===== src/rtl/cpu8_ld_pkg.sv =====
// shared types and constants for the 8-bit load unit
`timescale 1ns / 1ps

package cpu8_ld_pkg;

   // register file geometry
   localparam int REG_COUNT = 8;
   localparam int REG_IDX_W = $clog2(REG_COUNT);

   typedef logic [REG_IDX_W-1:0] reg_idx_type;
   typedef logic [7:0]           byte_type;
   typedef logic [15:0]          addr_type;
   typedef logic [4:0]           cycles_type;

   // register indexes
   localparam reg_idx_type REG_B = 3'd0;
   localparam reg_idx_type REG_C = 3'd1;
   localparam reg_idx_type REG_D = 3'd2;
   localparam reg_idx_type REG_E = 3'd3;
   localparam reg_idx_type REG_H = 3'd4;
   localparam reg_idx_type REG_L = 3'd5;
   localparam reg_idx_type REG_A = 3'd7;

   localparam byte_type HIGH_PAGE = 8'hff;

   // instruction cycle costs
   localparam cycles_type CYCLES_NONE = 5'd0;
   localparam cycles_type CYCLES_4    = 5'd4;
   localparam cycles_type CYCLES_8    = 5'd8;
   localparam cycles_type CYCLES_12   = 5'd12;
   localparam cycles_type CYCLES_16   = 5'd16;

   // queue geometry, same for the decoded op queue and the response queue
   localparam int QUEUE_DEPTH = 2;
   localparam int QUEUE_PTR_W = (QUEUE_DEPTH > 1) ? $clog2(QUEUE_DEPTH) : 1;
   localparam int QUEUE_CNT_W = $clog2(QUEUE_DEPTH + 1);

   typedef logic [QUEUE_PTR_W-1:0] queue_ptr_type;
   typedef logic [QUEUE_CNT_W-1:0] queue_cnt_type;

   localparam queue_ptr_type QUEUE_LAST = queue_ptr_type'(QUEUE_DEPTH - 1);
   localparam queue_cnt_type QUEUE_FULL = queue_cnt_type'(QUEUE_DEPTH);

   // what the back end does with an op
   typedef enum logic [2:0] {
      OP_NONE,
      OP_REG_WRITE,
      OP_READ,
      OP_WRITE,
      OP_RETURN
   } op_kind_type;

   // bus address source
   typedef enum logic [2:0] {
      ADDR_HL,
      ADDR_BC,
      ADDR_DE,
      ADDR_HIGH_C,
      ADDR_HIGH_N,
      ADDR_NN
   } addr_sel_type;

   // hl post adjust
   typedef enum logic [1:0] {
      HL_KEEP,
      HL_INC,
      HL_DEC
   } hl_adj_type;

   typedef enum logic [1:0] {
      STATUS_OK,
      STATUS_BUSY,
      STATUS_STRAY
   } status_type;

   // decoded op handed from front to back
   typedef struct packed {
      op_kind_type  kind;
      addr_sel_type addr_sel;
      hl_adj_type   hl_adj;
      logic         use_imm;
      reg_idx_type  reg_sel;
      reg_idx_type  dest;
      cycles_type   cycles;
      addr_type     imm;
      byte_type     read_data;
   } op_type;

   // one response
   typedef struct packed {
      logic        bus_valid;
      logic        bus_write;
      addr_type    bus_address;
      byte_type    bus_write_data;
      cycles_type  cycle_count;
      logic        reg_write_valid;
      reg_idx_type reg_write_index;
      byte_type    reg_write_value;
      status_type  status;
   } rsp_type;

endpackage


===== src/rtl/cpu_8bit_load_unit.sv =====
// top level of the 8-bit load unit
//
//   channel    ports          handshake                 payload
//   request    req_*          push / full               cmd, regs, immediate, read data
//   response   rsp_*          empty / pop               bus request, cycles, reg write, status
//
// one request per clock sustained while neither queue is full; a request's
// response is on the rsp ports once it has been written into the decode queue
// and then executed into the response queue, both of which are registered.
// the execute stage reads and writes the register file in the same cycle, which
// sets the rate. reset clears the register file, the pending read and both
// queues. a full response queue stalls execute, and the two-entry decode
// queue then fills before full is raised to the requester.
`timescale 1ns / 1ps

module cpu_8bit_load_unit (
   input  logic        clock,
   input  logic        reset,
   input  logic        req_push,
   output logic        req_full,
   input  logic [4:0]  req_cmd,
   input  logic [2:0]  req_dest_reg,
   input  logic [2:0]  req_source_reg,
   input  logic [15:0] req_immediate,
   input  logic [7:0]  req_read_data,
   output logic        rsp_empty,
   input  logic        rsp_pop,
   output logic        rsp_bus_valid,
   output logic        rsp_bus_write,
   output logic [15:0] rsp_bus_address,
   output logic [7:0]  rsp_bus_write_data,
   output logic [4:0]  rsp_cycle_count,
   output logic        rsp_reg_write_valid,
   output logic [2:0]  rsp_reg_write_index,
   output logic [7:0]  rsp_reg_write_value,
   output logic [1:0]  rsp_status
);
   import cpu8_ld_pkg::*;

   logic    op_valid;
   logic    op_ready;
   op_type  op;
   rsp_type rsp;

   // decode and queue
   cpu8_ld_front u_front (
      .clock          (clock),
      .reset          (reset),
      .req_push       (req_push),
      .req_full       (req_full),
      .req_cmd        (req_cmd),
      .req_dest_reg   (req_dest_reg),
      .req_source_reg (req_source_reg),
      .req_immediate  (req_immediate),
      .req_read_data  (req_read_data),
      .op_valid       (op_valid),
      .op             (op),
      .op_ready       (op_ready)
   );

   // execute and respond
   cpu8_ld_back u_back (
      .clock     (clock),
      .reset     (reset),
      .op_valid  (op_valid),
      .op        (op),
      .op_ready  (op_ready),
      .rsp_empty (rsp_empty),
      .rsp_pop   (rsp_pop),
      .rsp       (rsp)
   );

   // response fields
   assign rsp_bus_valid       = rsp.bus_valid;
   assign rsp_bus_write       = rsp.bus_write;
   assign rsp_bus_address     = rsp.bus_address;
   assign rsp_bus_write_data  = rsp.bus_write_data;
   assign rsp_cycle_count     = rsp.cycle_count;
   assign rsp_reg_write_valid = rsp.reg_write_valid;
   assign rsp_reg_write_index = rsp.reg_write_index;
   assign rsp_reg_write_value = rsp.reg_write_value;
   assign rsp_status          = rsp.status;

endmodule


===== src/rtl/cpu8_ld_front.sv =====
// front end: classifies load requests and queues the decoded ops
`timescale 1ns / 1ps

module cpu8_ld_front (
   input  logic                 clock,
   input  logic                 reset,
   input  logic                 req_push,
   output logic                 req_full,
   input  logic [4:0]           req_cmd,
   input  cpu8_ld_pkg::reg_idx_type req_dest_reg,
   input  cpu8_ld_pkg::reg_idx_type req_source_reg,
   input  logic [15:0]          req_immediate,
   input  logic [7:0]           req_read_data,
   output logic                 op_valid,
   output cpu8_ld_pkg::op_type  op,
   input  logic                 op_ready
);
   import cpu8_ld_pkg::*;

   // command codes
   localparam logic [4:0] CMD_LD_R_R      = 5'd0;
   localparam logic [4:0] CMD_LD_R_N      = 5'd1;
   localparam logic [4:0] CMD_LD_R_HL     = 5'd2;
   localparam logic [4:0] CMD_LD_HL_R     = 5'd3;
   localparam logic [4:0] CMD_LD_HL_N     = 5'd4;
   localparam logic [4:0] CMD_LD_A_BC     = 5'd5;
   localparam logic [4:0] CMD_LD_A_DE     = 5'd6;
   localparam logic [4:0] CMD_LD_A_HC     = 5'd7;
   localparam logic [4:0] CMD_LD_HC_A     = 5'd8;
   localparam logic [4:0] CMD_LD_A_HN     = 5'd9;
   localparam logic [4:0] CMD_LD_HN_A     = 5'd10;
   localparam logic [4:0] CMD_LD_A_NN     = 5'd11;
   localparam logic [4:0] CMD_LD_NN_A     = 5'd12;
   localparam logic [4:0] CMD_LD_A_HL_INC = 5'd13;
   localparam logic [4:0] CMD_LD_A_HL_DEC = 5'd14;
   localparam logic [4:0] CMD_LD_BC_A     = 5'd15;
   localparam logic [4:0] CMD_LD_DE_A     = 5'd16;
   localparam logic [4:0] CMD_LD_HL_INC_A = 5'd17;
   localparam logic [4:0] CMD_LD_HL_DEC_A = 5'd18;
   localparam logic [4:0] CMD_RETURN      = 5'd19;
   localparam logic [4:0] CMD_PRESET      = 5'd20;

   op_type        dec;
   op_type        queue_ff [QUEUE_DEPTH];
   queue_ptr_type wr_ptr_ff, wr_ptr_in;
   queue_ptr_type rd_ptr_ff, rd_ptr_in;
   queue_cnt_type count_ff, count_in;
   logic          push;
   logic          pop;

   // decode the command into kind, address source, data source and cost
   always_comb begin
      dec.kind      = OP_NONE;
      dec.addr_sel  = ADDR_HL;
      dec.hl_adj    = HL_KEEP;
      dec.use_imm   = 1'b0;
      dec.reg_sel   = REG_A;
      dec.dest      = REG_A;
      dec.cycles    = CYCLES_NONE;
      dec.imm       = req_immediate;
      dec.read_data = req_read_data;
      case (req_cmd)
         CMD_LD_R_R: begin
            dec.kind    = OP_REG_WRITE;
            dec.reg_sel = req_source_reg;
            dec.dest    = req_dest_reg;
            dec.cycles  = CYCLES_4;
         end
         CMD_LD_R_N: begin
            dec.kind    = OP_REG_WRITE;
            dec.use_imm = 1'b1;
            dec.dest    = req_dest_reg;
            dec.cycles  = CYCLES_8;
         end
         CMD_LD_R_HL: begin
            dec.kind   = OP_READ;
            dec.dest   = req_dest_reg;
            dec.cycles = CYCLES_8;
         end
         CMD_LD_HL_R: begin
            dec.kind    = OP_WRITE;
            dec.reg_sel = req_source_reg;
            dec.cycles  = CYCLES_8;
         end
         CMD_LD_HL_N: begin
            dec.kind    = OP_WRITE;
            dec.use_imm = 1'b1;
            dec.cycles  = CYCLES_12;
         end
         CMD_LD_A_BC: begin
            dec.kind     = OP_READ;
            dec.addr_sel = ADDR_BC;
            dec.cycles   = CYCLES_8;
         end
         CMD_LD_A_DE: begin
            dec.kind     = OP_READ;
            dec.addr_sel = ADDR_DE;
            dec.cycles   = CYCLES_8;
         end
         CMD_LD_A_HC: begin
            dec.kind     = OP_READ;
            dec.addr_sel = ADDR_HIGH_C;
            dec.cycles   = CYCLES_8;
         end
         CMD_LD_HC_A: begin
            dec.kind     = OP_WRITE;
            dec.addr_sel = ADDR_HIGH_C;
            dec.cycles   = CYCLES_8;
         end
         CMD_LD_A_HN: begin
            dec.kind     = OP_READ;
            dec.addr_sel = ADDR_HIGH_N;
            dec.cycles   = CYCLES_12;
         end
         CMD_LD_HN_A: begin
            dec.kind     = OP_WRITE;
            dec.addr_sel = ADDR_HIGH_N;
            dec.cycles   = CYCLES_12;
         end
         CMD_LD_A_NN: begin
            dec.kind     = OP_READ;
            dec.addr_sel = ADDR_NN;
            dec.cycles   = CYCLES_16;
         end
         CMD_LD_NN_A: begin
            dec.kind     = OP_WRITE;
            dec.addr_sel = ADDR_NN;
            dec.cycles   = CYCLES_16;
         end
         CMD_LD_A_HL_INC: begin
            dec.kind   = OP_READ;
            dec.hl_adj = HL_INC;
            dec.cycles = CYCLES_8;
         end
         CMD_LD_A_HL_DEC: begin
            dec.kind   = OP_READ;
            dec.hl_adj = HL_DEC;
            dec.cycles = CYCLES_8;
         end
         CMD_LD_BC_A: begin
            dec.kind     = OP_WRITE;
            dec.addr_sel = ADDR_BC;
            dec.cycles   = CYCLES_8;
         end
         CMD_LD_DE_A: begin
            dec.kind     = OP_WRITE;
            dec.addr_sel = ADDR_DE;
            dec.cycles   = CYCLES_8;
         end
         CMD_LD_HL_INC_A: begin
            dec.kind   = OP_WRITE;
            dec.hl_adj = HL_INC;
            dec.cycles = CYCLES_8;
         end
         CMD_LD_HL_DEC_A: begin
            dec.kind   = OP_WRITE;
            dec.hl_adj = HL_DEC;
            dec.cycles = CYCLES_8;
         end
         CMD_RETURN: begin
            dec.kind = OP_RETURN;
         end
         CMD_PRESET: begin
            dec.kind    = OP_REG_WRITE;
            dec.use_imm = 1'b1;
            dec.dest    = req_dest_reg;
         end
         default: begin
            dec.kind = OP_NONE;
         end
      endcase
   end

   // queue handshake
   assign req_full = (count_ff == QUEUE_FULL);
   assign push     = req_push && !req_full;
   assign op_valid = (count_ff != '0);
   assign pop      = op_valid && op_ready;
   assign op       = queue_ff[rd_ptr_ff];

   // queue pointers
   always_comb begin
      wr_ptr_in = wr_ptr_ff;
      rd_ptr_in = rd_ptr_ff;
      count_in  = count_ff;
      if (push) begin
         wr_ptr_in = (wr_ptr_ff == QUEUE_LAST) ? '0 : wr_ptr_ff + 1'b1;
      end
      if (pop) begin
         rd_ptr_in = (rd_ptr_ff == QUEUE_LAST) ? '0 : rd_ptr_ff + 1'b1;
      end
      if (push && !pop) begin
         count_in = count_ff + 1'b1;
      end else if (pop && !push) begin
         count_in = count_ff - 1'b1;
      end
   end

   always_ff @(posedge clock) begin
      if (reset) begin
         wr_ptr_ff <= '0;
         rd_ptr_ff <= '0;
         count_ff  <= '0;
      end else begin
         wr_ptr_ff <= wr_ptr_in;
         rd_ptr_ff <= rd_ptr_in;
         count_ff  <= count_in;
      end
   end

   // queue storage
   always_ff @(posedge clock) begin
      if (push) begin
         queue_ff[wr_ptr_ff] <= dec;
      end
   end

endmodule


===== src/rtl/cpu8_ld_back.sv =====
// back end: register file, pending read tracking and response queue
`timescale 1ns / 1ps

module cpu8_ld_back (
   input  logic                 clock,
   input  logic                 reset,
   input  logic                 op_valid,
   input  cpu8_ld_pkg::op_type  op,
   output logic                 op_ready,
   output logic                 rsp_empty,
   input  logic                 rsp_pop,
   output cpu8_ld_pkg::rsp_type rsp
);
   import cpu8_ld_pkg::*;

   byte_type      rf_ff [REG_COUNT];
   logic          pending_ff, pending_in;
   reg_idx_type   pending_dest_ff, pending_dest_in;

   rsp_type       res;
   logic          exec;
   logic          rf_we;
   reg_idx_type   rf_widx;
   byte_type      rf_wval;
   logic          hl_we;
   addr_type      hl_new;

   addr_type      hl, bc, de;
   byte_type      n;
   byte_type      data;
   addr_type      addr;

   rsp_type       queue_ff [QUEUE_DEPTH];
   queue_ptr_type wr_ptr_ff, wr_ptr_in;
   queue_ptr_type rd_ptr_ff, rd_ptr_in;
   queue_cnt_type count_ff, count_in;
   logic          pop;

   // execute when the response queue has room
   assign op_ready = (count_ff != QUEUE_FULL);
   assign exec     = op_valid && op_ready;

   // operand formation
   assign hl   = {rf_ff[REG_H], rf_ff[REG_L]};
   assign bc   = {rf_ff[REG_B], rf_ff[REG_C]};
   assign de   = {rf_ff[REG_D], rf_ff[REG_E]};
   assign n    = op.imm[7:0];
   assign data = op.use_imm ? n : rf_ff[op.reg_sel];

   always_comb begin
      case (op.addr_sel)
         ADDR_HL:     addr = hl;
         ADDR_BC:     addr = bc;
         ADDR_DE:     addr = de;
         ADDR_HIGH_C: addr = {HIGH_PAGE, rf_ff[REG_C]};
         ADDR_HIGH_N: addr = {HIGH_PAGE, n};
         ADDR_NN:     addr = op.imm;
         default:     addr = hl;
      endcase
   end

   // hl post adjust, wraps at 16 bits
   always_comb begin
      case (op.hl_adj)
         HL_INC:  hl_new = hl + 16'd1;
         HL_DEC:  hl_new = hl - 16'd1;
         default: hl_new = hl;
      endcase
   end

   // response and state updates
   always_comb begin
      res             = '0;
      res.status      = STATUS_OK;
      pending_in      = pending_ff;
      pending_dest_in = pending_dest_ff;
      rf_we           = 1'b0;
      rf_widx         = op.dest;
      rf_wval         = data;
      hl_we           = 1'b0;
      if (op.kind == OP_RETURN) begin
         if (!pending_ff) begin
            res.status = STATUS_STRAY;
         end else begin
            pending_in          = 1'b0;
            rf_we               = 1'b1;
            rf_widx             = pending_dest_ff;
            rf_wval             = op.read_data;
            res.reg_write_valid = 1'b1;
            res.reg_write_index = pending_dest_ff;
            res.reg_write_value = op.read_data;
         end
      end else if (op.kind != OP_NONE) begin
         if (pending_ff) begin
            res.status = STATUS_BUSY;
         end else begin
            res.cycle_count = op.cycles;
            case (op.kind)
               OP_REG_WRITE: begin
                  rf_we               = 1'b1;
                  res.reg_write_valid = 1'b1;
                  res.reg_write_index = op.dest;
                  res.reg_write_value = data;
               end
               OP_READ: begin
                  res.bus_valid   = 1'b1;
                  res.bus_address = addr;
                  pending_in      = 1'b1;
                  pending_dest_in = op.dest;
                  hl_we           = (op.hl_adj != HL_KEEP);
               end
               OP_WRITE: begin
                  res.bus_valid      = 1'b1;
                  res.bus_write      = 1'b1;
                  res.bus_address    = addr;
                  res.bus_write_data = data;
                  hl_we              = (op.hl_adj != HL_KEEP);
               end
               default: begin
                  res.cycle_count = CYCLES_NONE;
               end
            endcase
         end
      end
   end

   // architectural state
   always_ff @(posedge clock) begin
      if (reset) begin
         for (int i = 0; i < REG_COUNT; i++) begin
            rf_ff[i] <= '0;
         end
         pending_ff      <= 1'b0;
         pending_dest_ff <= '0;
      end else if (exec) begin
         pending_ff      <= pending_in;
         pending_dest_ff <= pending_dest_in;
         if (rf_we) begin
            rf_ff[rf_widx] <= rf_wval;
         end
         if (hl_we) begin
            rf_ff[REG_H] <= hl_new[15:8];
            rf_ff[REG_L] <= hl_new[7:0];
         end
      end
   end

   // response queue handshake
   assign rsp_empty = (count_ff == '0);
   assign pop       = rsp_pop && !rsp_empty;
   assign rsp       = queue_ff[rd_ptr_ff];

   always_comb begin
      wr_ptr_in = wr_ptr_ff;
      rd_ptr_in = rd_ptr_ff;
      count_in  = count_ff;
      if (exec) begin
         wr_ptr_in = (wr_ptr_ff == QUEUE_LAST) ? '0 : wr_ptr_ff + 1'b1;
      end
      if (pop) begin
         rd_ptr_in = (rd_ptr_ff == QUEUE_LAST) ? '0 : rd_ptr_ff + 1'b1;
      end
      if (exec && !pop) begin
         count_in = count_ff + 1'b1;
      end else if (pop && !exec) begin
         count_in = count_ff - 1'b1;
      end
   end

   always_ff @(posedge clock) begin
      if (reset) begin
         wr_ptr_ff <= '0;
         rd_ptr_ff <= '0;
         count_ff  <= '0;
      end else begin
         wr_ptr_ff <= wr_ptr_in;
         rd_ptr_ff <= rd_ptr_in;
         count_ff  <= count_in;
      end
   end

   // response storage
   always_ff @(posedge clock) begin
      if (exec) begin
         queue_ff[wr_ptr_ff] <= res;
      end
   end

endmodule


===== config.mk =====
export PLATFORM = sky130hd
export DESIGN_NAME = cpu_8bit_load_unit
export DESIGN_NICKNAME = d
export VERILOG_FILES = /design/src/rtl/cpu8_ld_pkg.sv /design/src/rtl/cpu_8bit_load_unit.sv /design/src/rtl/cpu8_ld_front.sv /design/src/rtl/cpu8_ld_back.sv
export SDC_FILE = /design/constraint.sdc
export NUM_CORES = 1
export LEC_CHECK = 0
export BUFFER_PORTS_ARGS = -buffer_cell sky130_fd_sc_hd__buf_2
export CAP_MARGIN = 40
export CELL_PAD_IN_SITES_DETAIL_PLACEMENT = 1
export CELL_PAD_IN_SITES_GLOBAL_PLACEMENT = 1
export CORE_MARGIN = 10
export CORE_UTILIZATION = 25
export CTS_CLUSTER_DIAMETER = 200
export DETAILED_ROUTE_END_ITERATION = 6
export GPL_ROUTABILITY_DRIVEN = 0
export PLACE_DENSITY_LB_ADDON = 0.1
export REMOVE_ABC_BUFFERS = 1
export SLEW_MARGIN = 20
export SYNTH_ARGS = -nofsm -noshare
export SYNTH_HDL_FRONTEND = slang
export SYNTH_HIERARCHICAL = 1
export SYNTH_SLANG_ARGS = --single-unit
export TNS_END_PERCENT = 10

===== constraint.sdc =====
create_clock -name clock -period 3.79 [get_ports clock]
set_input_delay 0.5685 -clock clock [delete_from_list [all_inputs] [get_ports clock]]
set_output_delay 0.5685 -clock clock [all_outputs]
set_load 0.1 [all_outputs]

==> run summary <==
The flow ran to the end, and the final reports show no timing, DRC or antenna violations. The setup slack of the worst register-to-register path came out at 0.51 ns. The worst path meets setup with 0.5078 ns of slack.

Derived from the worst setup path, the maximum achievable clock frequency is 0.3047 GHz. After synthesis, the most frequently instantiated cells are 238 x sky130_fd_sc_hd__edfxtp_1, 126 x sky130_fd_sc_hd__nor2_1, 88 x sky130_fd_sc_hd__mux2_2. The first-pass GRT wire length is 54.74 mm. The floorplan step set the die width to 242.6 um. The buffer count from post-CTS setup fixing came out at 0. By instance count, the leading cell after synthesis is sky130_fd_sc_hd__edfxtp_1. The kind of cell with the highest combined delay along the critical path is buffers and inverters.

The worst pin sits at a relative slew slack of 48.27%. Across every metal layer, demand over resource in global routing totals 12.11%. For this configuration, the core starts out at a cell density of 25.31%.

The number of top-level design ports is 86. The first-pass iteration count of the detailed router is 4. The number of antenna violations at the first check in global routing is 0. The end of the worst register-to-register path is u_back/rf_ff[5][3]. For the pin with the worst max-slew slack, the measured transition is 0.7760 ns.

The synthesized instance count came out at 939. The worst slack at placement came out at 0.4054 ns. For this design the static power due to leakage is 5.150 nW. The class of the most critical setup path is reg -> reg.

The largest family of logic cells by synthesized area is multiplexers. The clock sink count is 252. The arithmetic-cell share of the synthesized area counting full adders, half adders and majority gates is 0.6059%.

The fraction of synthesis flops using an asynchronous set or reset pin is 0%. The total congestion overflow came out at 0. The largest net degree at the start of global routing came out at 49.

The worst-case clock buffer depth is 3. TritonCTS built the clock tree. The via count of the first global-routing pass is 8238.

The synthesized-area fraction occupied by and/or/nand/nor cells came out at 11.32%. On the worst path, the slowest cell contributes a delay of 0.55 ns. Setup violations remaining at the end of the flow were counted as 0. The post-synthesis cell area is 12390 um2. The cell taking the most area after synthesis is sky130_fd_sc_hd__edfxtp_1. Of the cells placed in the final design, the portion with a size suffix greater than 1 is 29.87%. The shortest period the worst path allows came out at 3.282 ns.

The required time of the critical path is 4.08 ns. The number of enable-type register cells in the synthesized netlist is 238. The depth of the CTS H-tree is 1.

The maximum net fanout on the critical path is 23. The number of distinct library cells after synthesis is 84. The XOR/XNOR share of the synthesized area is 2.403%.

The tightest hold margin came out at 0.2139 ns. The violation count after the first detailed-route iteration is 418. The critical path goes through buf_4 -> buf_4 -> mux2_2 -> buf_4 -> mux4_2 -> mux2i_1 -> nor2_1 -> a21oi_1 -> o21a_2 -> o22ai_1.

The worst setup path is launched from a flip-flop. At the end of the flow, the number of nets in the layout was 1070. The cell area power density is 861.2 nW/um2. The initialized floorplan defines 81 standard-cell rows. The CTS clock-pin slew for the worst setup and hold paths came out at 0.06 ns. Of the synthesized area, sequential elements account for 59.94%. The depth of the worst register-to-register path came out at 10. Setup repair after global routing left no endpoint under its margin.

After synthesis, the mean cell area works out to 13.20 um2. The clock buffer count from CTS came out at 29. The detail-routed net length per standard cell came out at 21.34 um.

After layout, the worst path uses 86.60% of the clock period. In the synthesized netlist, mux cells make up 13.00% of the area. The floorplan step defined a die boundary enclosing 58870 um2. The total stage count of the critical path is 10. The number of pins with negative max-slew slack in the final report is 0. The most used flip-flop cell after synthesis is sky130_fd_sc_hd__edfxtp_1. By instance count, the cell type seen most on the critical path is sky130_fd_sc_hd__buf_4.

The number of vias per cell after detailed routing came out at 4.529. The area added between synthesis and finish is 17.94%. Counting both buffers and inverters, the worst setup path holds a total of 3. The worst-case IR drop observed on VDD is 0.0004425 V. The worst path arrival time is 3.58 ns.

Once detailed placement completed, the half-perimeter wirelength came to 26.40 mm. The number of hold violations in the final report came to 0. Once detail routing completed, the nets flagged for antenna violations numbered 0.

0 antenna diodes ended up in the layout. The via count is 7754. The slowest stage cell on the critical path is sky130_fd_sc_hd__mux4_2. Of the post-synthesis cell area, the dominant cell type holds 57.68%. The final-layout fill cell count is 5317.

The number of hold buffers added after cts is 0. The most critical setup path has its endpoint at u_back/rf_ff[5][3]. The floorplan step set the die height to 242.6 um. The register bit total from synthesis came out at 252. Max-cap violations in this run came to 0. The placeable core region is 48950 um2.

The clock tree root buffer cell is sky130_fd_sc_hd__clkbuf_16. By area the synthesized netlist is led by sky130_fd_sc_hd__edfxtp_1 58%, sky130_fd_sc_hd__mux2_2 8.0%, sky130_fd_sc_hd__nor2_1 3.8%, sky130_fd_sc_hd__mux4_2 2.7%, sky130_fd_sc_hd__dfxtp_1 2.3%. STA classifies the critical path endpoint as a flip-flop. For the worst-skew pair, the clock arrives at the later sink with an insertion delay of 0.55 ns. Buffers placed on the I/O ports in this run total 85. The tightest min-delay check is of the in -> reg type. Yosys printed 6 warnings.

The post-route DRC violation count came out at 0. The total routed wirelength is 36.54 mm. The share of the synthesized area in compound gates (AO/OA/AOI/OAI) is 8.805%.

The number of instances resized during post-cts repair is 0. Clock skew on the completed layout was measured at 0.01521 ns.
[layer usage]
| layer | part of all wire [%] | global-route usage [%] |
|---|---|---|
| met2 | 48 | 20.18 |
| met3 | 4.8 | 2.317 |
| met5 | 0 | 0 |
| met1 | 45 | 16.10 |
| met4 | 1.8 | 2.444 |
[cells in the final DEF (no fill, tap or decap), types with 5 or more instances in the layout]
master | synthesis | layout
sky130_fd_sc_hd__dfxtp_1 | 14 | 12
sky130_fd_sc_hd__nor3b_1 | 13 | 13
sky130_fd_sc_hd__nand2_1 | 39 | 39
sky130_fd_sc_hd__mux2i_1 | 24 | 24
sky130_fd_sc_hd__edfxtp_1 | 238 | 238
sky130_fd_sc_hd__nor2_1 | 126 | 125
sky130_fd_sc_hd__o21a_2 | 7 | 7
sky130_fd_sc_hd__mux4_2 | 15 | 15
sky130_fd_sc_hd__nand2b_1 | 15 | 15
sky130_fd_sc_hd__and2_1 | 8 | 7
sky130_fd_sc_hd__xor2_1 | 16 | 16
sky130_fd_sc_hd__inv_1 | 18 | 17
sky130_fd_sc_hd__nor3_1 | 8 | 8
sky130_fd_sc_hd__buf_4 | 3 | 36
sky130_fd_sc_hd__a21oi_1 | 31 | 31
sky130_fd_sc_hd__xnor2_1 | 18 | 18
sky130_fd_sc_hd__o31a_1 | 8 | 8
sky130_fd_sc_hd__nand3b_1 | 5 | 5
sky130_fd_sc_hd__mux2_2 | 88 | 88
sky130_fd_sc_hd__o22ai_1 | 16 | 16
sky130_fd_sc_hd__o221ai_1 | 15 | 15
sky130_fd_sc_hd__clkbuf_16 | 0 | 32
sky130_fd_sc_hd__o21ai_1 | 7 | 7
sky130_fd_sc_hd__clkbuf_1 | 31 | 8
sky130_fd_sc_hd__nor2b_1 | 7 | 7
sky130_fd_sc_hd__or3_1 | 7 | 7
sky130_fd_sc_hd__o21ai_0 | 31 | 31
sky130_fd_sc_hd__buf_2 | 21 | 85
sky130_fd_sc_hd__ha_1 | 6 | 6
[worst reg2reg max path, cell delays in order (launching register included)]
cell and delay, ns:
sky130_fd_sc_hd__dfxtp_2 0.35, sky130_fd_sc_hd__buf_4 0.27, sky130_fd_sc_hd__buf_4 0.41, sky130_fd_sc_hd__mux2_2 0.23, sky130_fd_sc_hd__buf_4 0.30, sky130_fd_sc_hd__mux4_2 0.56
sky130_fd_sc_hd__mux2i_1 0.14, sky130_fd_sc_hd__nor2_1 0.06, sky130_fd_sc_hd__a21oi_1 0.28, sky130_fd_sc_hd__o21a_2 0.31, sky130_fd_sc_hd__o22ai_1 0.13
[cell type report]
type,instances,area (um2),share of cell area (%)
clock buffer,42,858.3,5.873
sequential,252,7430,50.84
clock inverter,12,138.9,0.9503
timing repair buffer,125,775.7,5.308
multi-input combinational,598,4509,30.86
inverter,19,71.32,0.4880
tap,664,830.8,5.685
[state kept, by name, summed over array words and instances (netlist names), 2 cells and up, named ones only]
| register | flops |
|---|---|
| u_back/count_ff | 2 |
| u_front/queue_ff | 84 |
| u_front/count_ff | 2 |
| u_back/pending_dest_ff | 3 |
| u_back/rf_ff | 64 |
| u_back/queue_ff | 90 |
[kinds of logic (layout without fill, tap and decap cells)]
logic type | Yosys count | in the layout
buf+inv | 90 | 198
xor+xnor | 34 | 34
fa+ha+maj | 6 | 6
simple gates | 273 | 273
compound gates | 154 | 154
flops | 252 | 252
mux | 129 | 129
other cells | 1 | 2
[worst min path at each step]
stage                            startpoint                 endpoint  slack (ns)  depth (start not counted)
after floorplan           u_front/wr_ptr_ff        u_front/wr_ptr_ff        0.45                          2
after global placement    u_front/wr_ptr_ff        u_front/wr_ptr_ff        0.47                          2
after detailed placement  u_front/wr_ptr_ff        u_front/wr_ptr_ff        0.49                          2
after CTS                 req_immediate[13]  u_front/queue_ff[1][21]        0.18                          1
after global routing      req_immediate[13]  u_front/queue_ff[1][21]        0.19                          1
final                     req_immediate[13]  u_front/queue_ff[1][21]        0.21                          1
[through the flow]
stage | instance area (um2) | setup TNS [ns] | power [W] | std cells | utilization, %
3_5_place_dp | 13620 | 0 | 0.009891 | 1658 | 27.82
5_1_grt | 14610 | 0 | 0.01325 | 1712 | 29.85
2_1_floorplan | 11980 | -118.87 | 0.008391 | 869 | -
6_report | 14610 | 0 | 0.01259 | 1712 | 29.85
3_3_place_gp | 13600 | 0 | 0.009860 | 1657 | 27.78
4_1_cts | 14610 | 0 | 0.01284 | 1712 | 29.85
[report_power, final]
group          total (W)  internal (W)  switching, W  leakage (nW)
combinational    0.00565       0.00138       0.00427          2.26
sequential       0.00406       0.00379      0.000274          2.40
clock            0.00287       0.00177       0.00109         0.490
total             0.0126       0.00695       0.00564          5.15
Note: power is estimated with default switching activity, not from simulation.
